`src/rtl/slss_pkg.sv`:
```
package slss_pkg;

  // table and offer limits per scanline
  localparam int MAX_SPRITES = 10;
  localparam int MAX_OFFERS  = 40;

  localparam int IDX_W = (MAX_SPRITES > 1) ? $clog2(MAX_SPRITES) : 1;
  localparam int CNT_W = $clog2(MAX_SPRITES + 1);
  localparam int OFF_W = $clog2(MAX_OFFERS + 1);

  // screening limits
  localparam logic [7:0] Y_LIMIT    = 8'd160;
  localparam logic [7:0] X_LIMIT    = 8'd168;
  localparam logic [8:0] Y_BIAS     = 9'd16;
  localparam logic [8:0] SHORT_ROWS = 9'd8;
  localparam logic [8:0] TALL_ROWS  = 9'd16;

  // configuration port
  localparam int CFG_IDX_W  = 2;
  localparam int CFG_DATA_W = 1;

  typedef enum logic [CFG_IDX_W-1:0] {
    REG_SPRITE_ENABLE = 2'd0,
    REG_TALL_SPRITES  = 2'd1
  } cfg_reg_t;

  typedef enum logic [1:0] {
    CMD_START = 2'd0,
    CMD_OFFER = 2'd1,
    CMD_READ  = 2'd2
  } cmd_t;

  typedef struct packed {
    logic [7:0] y;
    logic [7:0] x;
    logic [7:0] tile;
    logic [7:0] attr;
  } obj_t;

  typedef struct packed {
    logic [1:0] cmd;
    logic [7:0] line;
    obj_t       obj;
    logic [3:0] slot;
  } in_item_t;

  typedef struct packed {
    logic       accepted;
    logic [3:0] sprite_count;
    logic       slot_valid;
    obj_t       obj;
  } result_t;

  // controller to datapath commands
  typedef struct packed {
    logic load_in;
    logic commit;
  } dp_cmd_t;

endpackage

```
`src/rtl/slss_datapath.sv`:
```
module slss_datapath
  import slss_pkg::*;
(
  input  logic                  clk,
  input  logic                  rst_n,
  input  dp_cmd_t               dp_cmd,
  input  in_item_t              in_item,
  input  logic                  cfg_we,
  input  logic [CFG_IDX_W-1:0]  cfg_index,
  input  logic [CFG_DATA_W-1:0] cfg_data,
  output result_t               result
);

  in_item_t          in_r;
  result_t           res_r;
  result_t           res_nxt;
  obj_t              table_r [MAX_SPRITES];
  logic [CNT_W-1:0]  count_r;
  logic [CNT_W-1:0]  count_nxt;
  logic [OFF_W-1:0]  offers_r;
  logic [OFF_W-1:0]  offers_nxt;
  logic              enable_r;
  logic              tall_r;
  logic [MAX_SPRITES-1:0] lt;
  logic              counted;
  logic              visible;
  logic              do_insert;
  logic              do_clear;
  logic              rd_valid;
  logic [8:0]        y9;
  logic [8:0]        ln9;
  logic [8:0]        rows;

  assign result = res_r;

  // configuration registers
  always_ff @(posedge clk) begin
    if (!rst_n) begin
      enable_r <= 1'b0;
      tall_r   <= 1'b0;
    end else if (cfg_we) begin
      unique case (cfg_index)
        REG_SPRITE_ENABLE: enable_r <= cfg_data[0];
        REG_TALL_SPRITES:  tall_r   <= cfg_data[0];
        default: ;
      endcase
    end
  end

  // input item register
  always_ff @(posedge clk) begin
    if (dp_cmd.load_in) in_r <= in_item;
  end

  // offer screening
  always_comb begin
    y9      = {1'b0, in_r.obj.y};
    ln9     = {1'b0, in_r.line};
    rows    = tall_r ? TALL_ROWS : SHORT_ROWS;
    counted = (in_r.cmd == CMD_OFFER) && enable_r &&
              (offers_r < OFF_W'(MAX_OFFERS)) && (count_r < CNT_W'(MAX_SPRITES));
    visible = (in_r.obj.x != 8'd0) && (in_r.obj.x < X_LIMIT) &&
              (in_r.obj.y != 8'd0) && (in_r.obj.y < Y_LIMIT) &&
              !((y9 < Y_BIAS) && (ln9 + y9 >= Y_BIAS)) &&
              !(ln9 + Y_BIAS < y9) &&
              !(ln9 + Y_BIAS >= y9 + rows);
    do_insert = counted && visible;
    do_clear  = (in_r.cmd == CMD_START);
  end

  // stored entries ahead of the new one (strictly smaller x)
  always_comb begin
    for (int i = 0; i < MAX_SPRITES; i++) begin
      lt[i] = (CNT_W'(i) < count_r) && (table_r[i].x < in_r.obj.x);
    end
  end

  // counters and result
  always_comb begin
    count_nxt  = count_r;
    offers_nxt = offers_r;
    if (do_clear) begin
      count_nxt  = '0;
      offers_nxt = '0;
    end else begin
      if (counted) offers_nxt = offers_r + OFF_W'(1);
      if (do_insert) count_nxt = count_r + CNT_W'(1);
    end
    rd_valid = (in_r.cmd == CMD_READ) && (5'(in_r.slot) < 5'(count_r));
    res_nxt.accepted     = do_insert;
    res_nxt.sprite_count = 4'(count_nxt);
    res_nxt.slot_valid   = rd_valid;
    res_nxt.obj          = rd_valid ? table_r[in_r.slot[IDX_W-1:0]] : '0;
  end

  // counter registers
  always_ff @(posedge clk) begin
    if (!rst_n) begin
      count_r  <= '0;
      offers_r <= '0;
    end else if (dp_cmd.commit) begin
      count_r  <= count_nxt;
      offers_r <= offers_nxt;
    end
  end

  // sorted insert: entries at or past the slot move up by one
  always_ff @(posedge clk) begin
    if (dp_cmd.commit && do_insert) begin
      if (!lt[0]) table_r[0] <= in_r.obj;
      for (int i = 1; i < MAX_SPRITES; i++) begin
        if (!lt[i]) begin
          table_r[i] <= lt[i-1] ? in_r.obj : table_r[i-1];
        end
      end
    end
  end

  // result register
  always_ff @(posedge clk) begin
    if (dp_cmd.commit) res_r <= res_nxt;
  end

endmodule

```
`config.mk`:
```
export PLATFORM = sky130hd
export DESIGN_NAME = slss_datapath
export DESIGN_NICKNAME = d
export VERILOG_FILES = /design/src/rtl/slss_pkg.sv /design/src/rtl/slss_datapath.sv
export SDC_FILE = /design/constraint.sdc
export NUM_CORES = 1
export LEC_CHECK = 0
export BUFFER_PORTS_ARGS = -buffer_cell sky130_fd_sc_hd__buf_2
export CORE_ASPECT_RATIO = 0.6
export CORE_MARGIN = 2
export CORE_UTILIZATION = 35
export CTS_CLUSTER_DIAMETER = 30
export CTS_CLUSTER_SIZE = 14
export DETAILED_ROUTE_END_ITERATION = 10
export PLACE_DENSITY = 0.59
export SYNTH_ARGS = -nofsm -noshare
export SYNTH_HDL_FRONTEND = slang
export SYNTH_SLANG_ARGS = --single-unit
```
`constraint.sdc`:
```
create_clock -name clk -period 5.27 [get_ports clk]
set_input_delay 1.054 -clock clk [delete_from_list [all_inputs] [get_ports clk]]
set_output_delay 1.054 -clock clk [all_outputs]
set_load 0.02 [all_outputs]
```
# Yosys cells after proc, flatten, opt, wreduce, memory -nomap -nowiden
# Memory sizes are Yosys's and may differ from the RTL's. A register that Yosys moved wholly into a read port is not among the register bits.
# Cells that the tools add are included.
[op_classes]
n_addsub = 5
n_mul = 0
div = 0
n_lt_le_gt_ge = 29
n_eq_ne = 3
shift = 0
mux = 44
n_bitwise = 0
reduce_logical = 35
[ops]
columns = ["op", "n"]
rows = [
  ["32-bit 2-to-1 mux", 9],
  ["8-bit less-than comparator", 10],
  ["1-bit 2-to-1 mux", 30],
  ["1-bit logical AND", 23],
  ["3-bit by 4-bit less-than comparator with 1-bit output (first input constant)", 4],
  ["8-bit less-than comparator (second input constant)", 2],
  ["8-bit nonzero test", 2],
  ["6-bit 2-to-1 mux", 2],
  ["8-bit by 5-bit adder with 9-bit output", 1],
  ["8-bit by 5-bit adder with 9-bit output (second input constant)", 1],
  ["8-bit by 8-bit adder with 9-bit output", 1],
  ["9-bit by 5-bit >= comparator with 1-bit output (second input constant)", 1],
  ["9-bit >= comparator", 1],
  ["9-bit by 8-bit less-than comparator with 1-bit output", 1],
  ["1-bit by 4-bit less-than comparator with 1-bit output (first input constant)", 2],
  ["2-bit by 4-bit less-than comparator with 1-bit output (first input constant)", 2],
  ["4-bit less-than comparator (first input constant)", 2],
  ["8-bit by 5-bit less-than comparator with 1-bit output (second input constant)", 1],
  ["4-bit 2-to-1 mux", 2],
  ["6-bit by 1-bit adder with 6-bit output (second input constant)", 1],
  ["6-bit less-than comparator (second input constant)", 1],
  ["2-bit AND reduction", 3],
  ["5-bit 2-to-1 mux", 1],
  ["4-bit by 1-bit adder with 4-bit output (second input constant)", 1],
  ["other kinds (7)", 12],
]
[totals]
ff_bits = 64
latchBits = 0
mem_bits_rw = 320
romBits = 0
out_inout_bits = 38
memories = 1
[memory_table]
columns = ["memory", "words", "word_bits", "rd", "rd_ports_with_merged_regs", "wr", "line", "source"]
rows = [
  ["table_r", 10, 32, 11, 1, 10, "slss_datapath.sv:17", "obj_t table_r [MAX_SPRITES];"],
]

# Depth between registers and ports, before layout
[depth]
word_depth = 11
mapped_depth = 14
depth_no_buf = 14

# Worst setup path before layout
# Ideal clock, no wire load.
[synth_timing]
path_type = "register to register"
start = "register in_r[32] (netlist bit)"
end = "memory table_r[1][0] (netlist bit) (enable)"
setup_ns = 0.424
arrival_time_ns = 4.135
required_ns = 4.846
slack_ns = 0.710
stages_incl_launch_ff = 14
path_buffers = 1
period_less_slack_ns = 4.560
path_cell_list = "edfxtp_1 -> clkbuf_1 -> inv_1 -> fa_1 -> nor3_1 -> xnor2_1 -> ha_1 -> a21oi_1 -> nand2_1 -> a21oi_1 -> nand3_1 -> a311oi_2 -> nand3_2 -> nor2b_1"
[synth_rtl]
columns = ["element", "line", "source"]
rows = [
  ["from (decl)", "slss_datapath.sv:14", "in_item_t in_r;"],
  ["from (signal assigned)", "slss_datapath.sv:52", "if (dp_cmd.load_in) in_r <= in_item;"],
  ["to (decl)", "slss_datapath.sv:17", ""],
]

==> impl_results.md <==
- Worst path required time: 5.51 ns
- Hold Crit Depth: 2
- Flop2flop setup slack: 0.89 ns
- TritonCTS clock tree: done
- Crit path DAT: 4.63 ns
- Pre-antenna DRT Iters: 5
- Hold Path Origin: count_r[0]$_SDFFE_PN0P_
- Internal power: 7156 uW
- Die width: 325.6 um
- DR iter-0 viols: 1246
- Total Wirelength: 58750 um
- Critical path type: flop to flop
- Worst hold path class: flop to flop
- Synth unique cells: 62
- Initial antenna violation count: 2
- Most frequent cell after synthesis: edfxtp_1
- RR Startpoint: in_r[28]$_DFFE_PP_
- Setup Buffers After CTS: 0
- Share of layout cells above drive strength 1: 38.42%
- Die Y: 197.0 um
- Number of synthesized flops with an enable pin: 404
- CTS max path bufs: 3
- Core region area: 61130 sq um
- RR Endpoint: table_r[2][30]$_DFFE_PP_
- Synthesized instance count: 1329
- Initial Util: 35.54%
- CTS resizes: 0
- GP Congestion: 0.8364
- Sequential share of power: 40.0%
- Routed Antenna Nets: 0
- Combinational share of power: 7.6%
- Vias in the first global route: 13070
- Hold worst-path end: count_r[0]$_SDFFE_PN0P_
- Wire per inst: 25.00 um
- Final worst path period need: 4.381 ns
- Die area: 64140 sq um
- Setup_tns: 0 ns
- Vias: 12750
- Switching power share of the total: 23.78%
- Final period utilization: 83.13%
- Yosys warns: 0
- I/O pin cnt: 92
- Post-synth top flop: edfxtp_1
- Sequential share of the synthesized area: 56.95%
- Vias per cell: 5.424
- FP Rows: 70
- Max-Cap Viols: 0
- Max VDD drop: 0.0002380 V
- Max-slew violations: 0
- Fill count: 5440
- Outcome: finished clean
- Final setup vio count: 0
- Port bufs: 91
- CP Launch Type: flop
- Highest Clock Rate: 228.3 MHz
- Relative slew slack: 24.61%
- Clock power frac: 52.5%
- Unrepaired setup endpoints after global routing: false
- P_leak: 0.009716 uW
- Post-synthesis async set-or-reset flop share: 0%
- Hold buffers post-CTS: 0
- Syn nets: 1479
- Top post-synthesis cells by area: edfxtp_1 56%, mux2_4 8.0%, mux4_2 6.6%, mux2_2 6.2%, ha_1 5.4%
- Worst-Skew Late Latency: 0.60 ns
- Largest net degree at the start of global routing: 97
- Area leader, netlist: edfxtp_1
- R2R cell count: 11
- Final total power: 9389 uW
- H-Tree Depth: 3
- Net switching power figure: 2233 uW
- Syn Area/Cell: 16.35 sq um
- Clock skew: 0.02868 ns
- CTS Buf Count: 78
- GRT Total Usage: 18.51%
- Post-DP HPWL: 37130 um
- First-pass GRT wire length: 87860 um
- Post-synth top cells: 404 x edfxtp_1, 119 x mux2_2, 116 x mux2_4
- Clock Tree Root: clkbuf_16
- Total grt overflow: 0
- Layout net count: 1611
- Clock Sinks: 416
- Syn-to-layout area delta: 19.25%
- Post-synth design cell area: 21720 sq um
- # DRC: 0
- CP Capture Type: flop
- Yosys top cell area share: 55.84%
- Worst-Margin Slew: 1.131 ns
- Final hold vios: 0
- Critical path peak fanout: 21
- Synth Register Bits: 416
- Clk slew on worst S/H paths: 0.05 ns
- Power Density: 362.4 nW/um^2
-- sequential cells by signal, summed over array words and instances (netlist names) --
signal / flops
tall_r: 1
result: 38
count_r: 4
offers_r: 6
in_r: 46
table_r: 320
enable_r: 1
-- kinds of logic (layout without fill, tap and decap cells) --
group	Yosys count	in the layout	share of synthesized area, %
simple gates	132	132	3.323
compound gates	178	178	6.053
fa+ha+maj	96	96	5.598
mux	386	386	25.13
other cells	0	2	0
xor+xnor	11	11	0.4435
flops	416	416	56.95
buf+inv	110	301	2.500
-- power by group through the flow --
stage / Clock [uW] / Sequential, uW / Combinational, uW
after global routing: 5180 / 3760 / 774
final: 4930 / 3750 / 711
after global placement: 0 / 3810 / 701
after CTS: 5010 / 3750 / 714
after detailed placement: 0 / 3820 / 711
after floorplan: 0 / 3790 / 480
-- critical path, cell delays in order (launching register included) --
cell      delay, ns
edfxtp_1       0.57
ha_1           0.31
fa_1           0.37
nor2b_1        0.15
o21bai_1       0.12
a21oi_1        0.09
a2111o_1       0.38
o31ai_2        0.67
nand3_2        0.53
buf_4          0.34
nor2b_4        0.11
buf_4          0.38
-- per-layer routing --
metal	global-route usage, %	vias to the layer above	share of wire [%]
met1	28.66	6571	50
met5	0	-	0
met3	4.791	74	7.7
li1	-	5606	-
met4	4.028	0	1.5
met2	25.63	495	41
-- layout make-up --
type	instances	area, sq um	area share (%)
inverter	28	105.1	0.4057
clock buffer	90	2039	7.873
timing repair buffer	134	878.3	3.390
sequential	416	12370	47.76
clock inverter	49	534.3	2.062
antenna	2	5.005	0.01932
multi-input combinational	803	8936	34.49
tap	828	1036	3.999
-- placed cells by master (no fill, tap or decap), types with 10 or more instances in the layout --
cell type,n
edfxtp_1,404
mux2_2,119
mux2_4,116
ha_1,94
buf_2,91
clkbuf_16,80
a211oi_1,70
mux4_2,64
mux2_1,53
nor2b_1,40
buf_4,35
mux2i_1,34
inv_1,28
nand2_1,25
o21ai_0,20
a21o_1,20
a21oi_1,17
nor2_1,13
dfxtp_1,12
clkinvlp_4,11
nand2b_1,10
nand3_1,10
clkbuf_1,10
-- stage by stage --
| stage | hold slack (ns) | utilization [%] | setup slack [ns] | cell area, sq um | cells |
|---|---|---|---|---|---|
| final | 0.5124 | 42.38 | 0.8889 | 25910 | 2350 |
| after global routing | 0.5281 | 42.37 | 0.6412 | 25900 | 2348 |
| after CTS | 0.5126 | 42.37 | 0.9229 | 25900 | 2348 |
| after detailed placement | 0.5065 | 38.16 | 0.9514 | 23330 | 2209 |
| after global placement | 0.4845 | 38.16 | 1.056 | 23330 | 2209 |
| after floorplan | 0.4483 | - | 0.7104 | 21720 | 1329 |
-- how the worst max path moves through the flow --
stage	slack (ns)	cells after the start	start	end
6_report	0.89	11	in_r[28]$_DFFE_PP_	table_r[2][30]$_DFFE_PP_
5_1_grt	0.64	11	in_r[28]$_DFFE_PP_	table_r[2][0]$_DFFE_PP_
4_1_cts	0.92	11	in_r[28]$_DFFE_PP_	table_r[2][30]$_DFFE_PP_
3_5_place_dp	0.95	11	in_r[28]$_DFFE_PP_	table_r[2][7]$_DFFE_PP_
3_3_place_gp	1.06	11	in_r[28]$_DFFE_PP_	table_r[2][0]$_DFFE_PP_
2_1_floorplan	0.71	13	in_r[32]$_DFFE_PP_	table_r[1][0]$_DFFE_PP_
No activity file was read; power rests on OpenSTA's default activity.
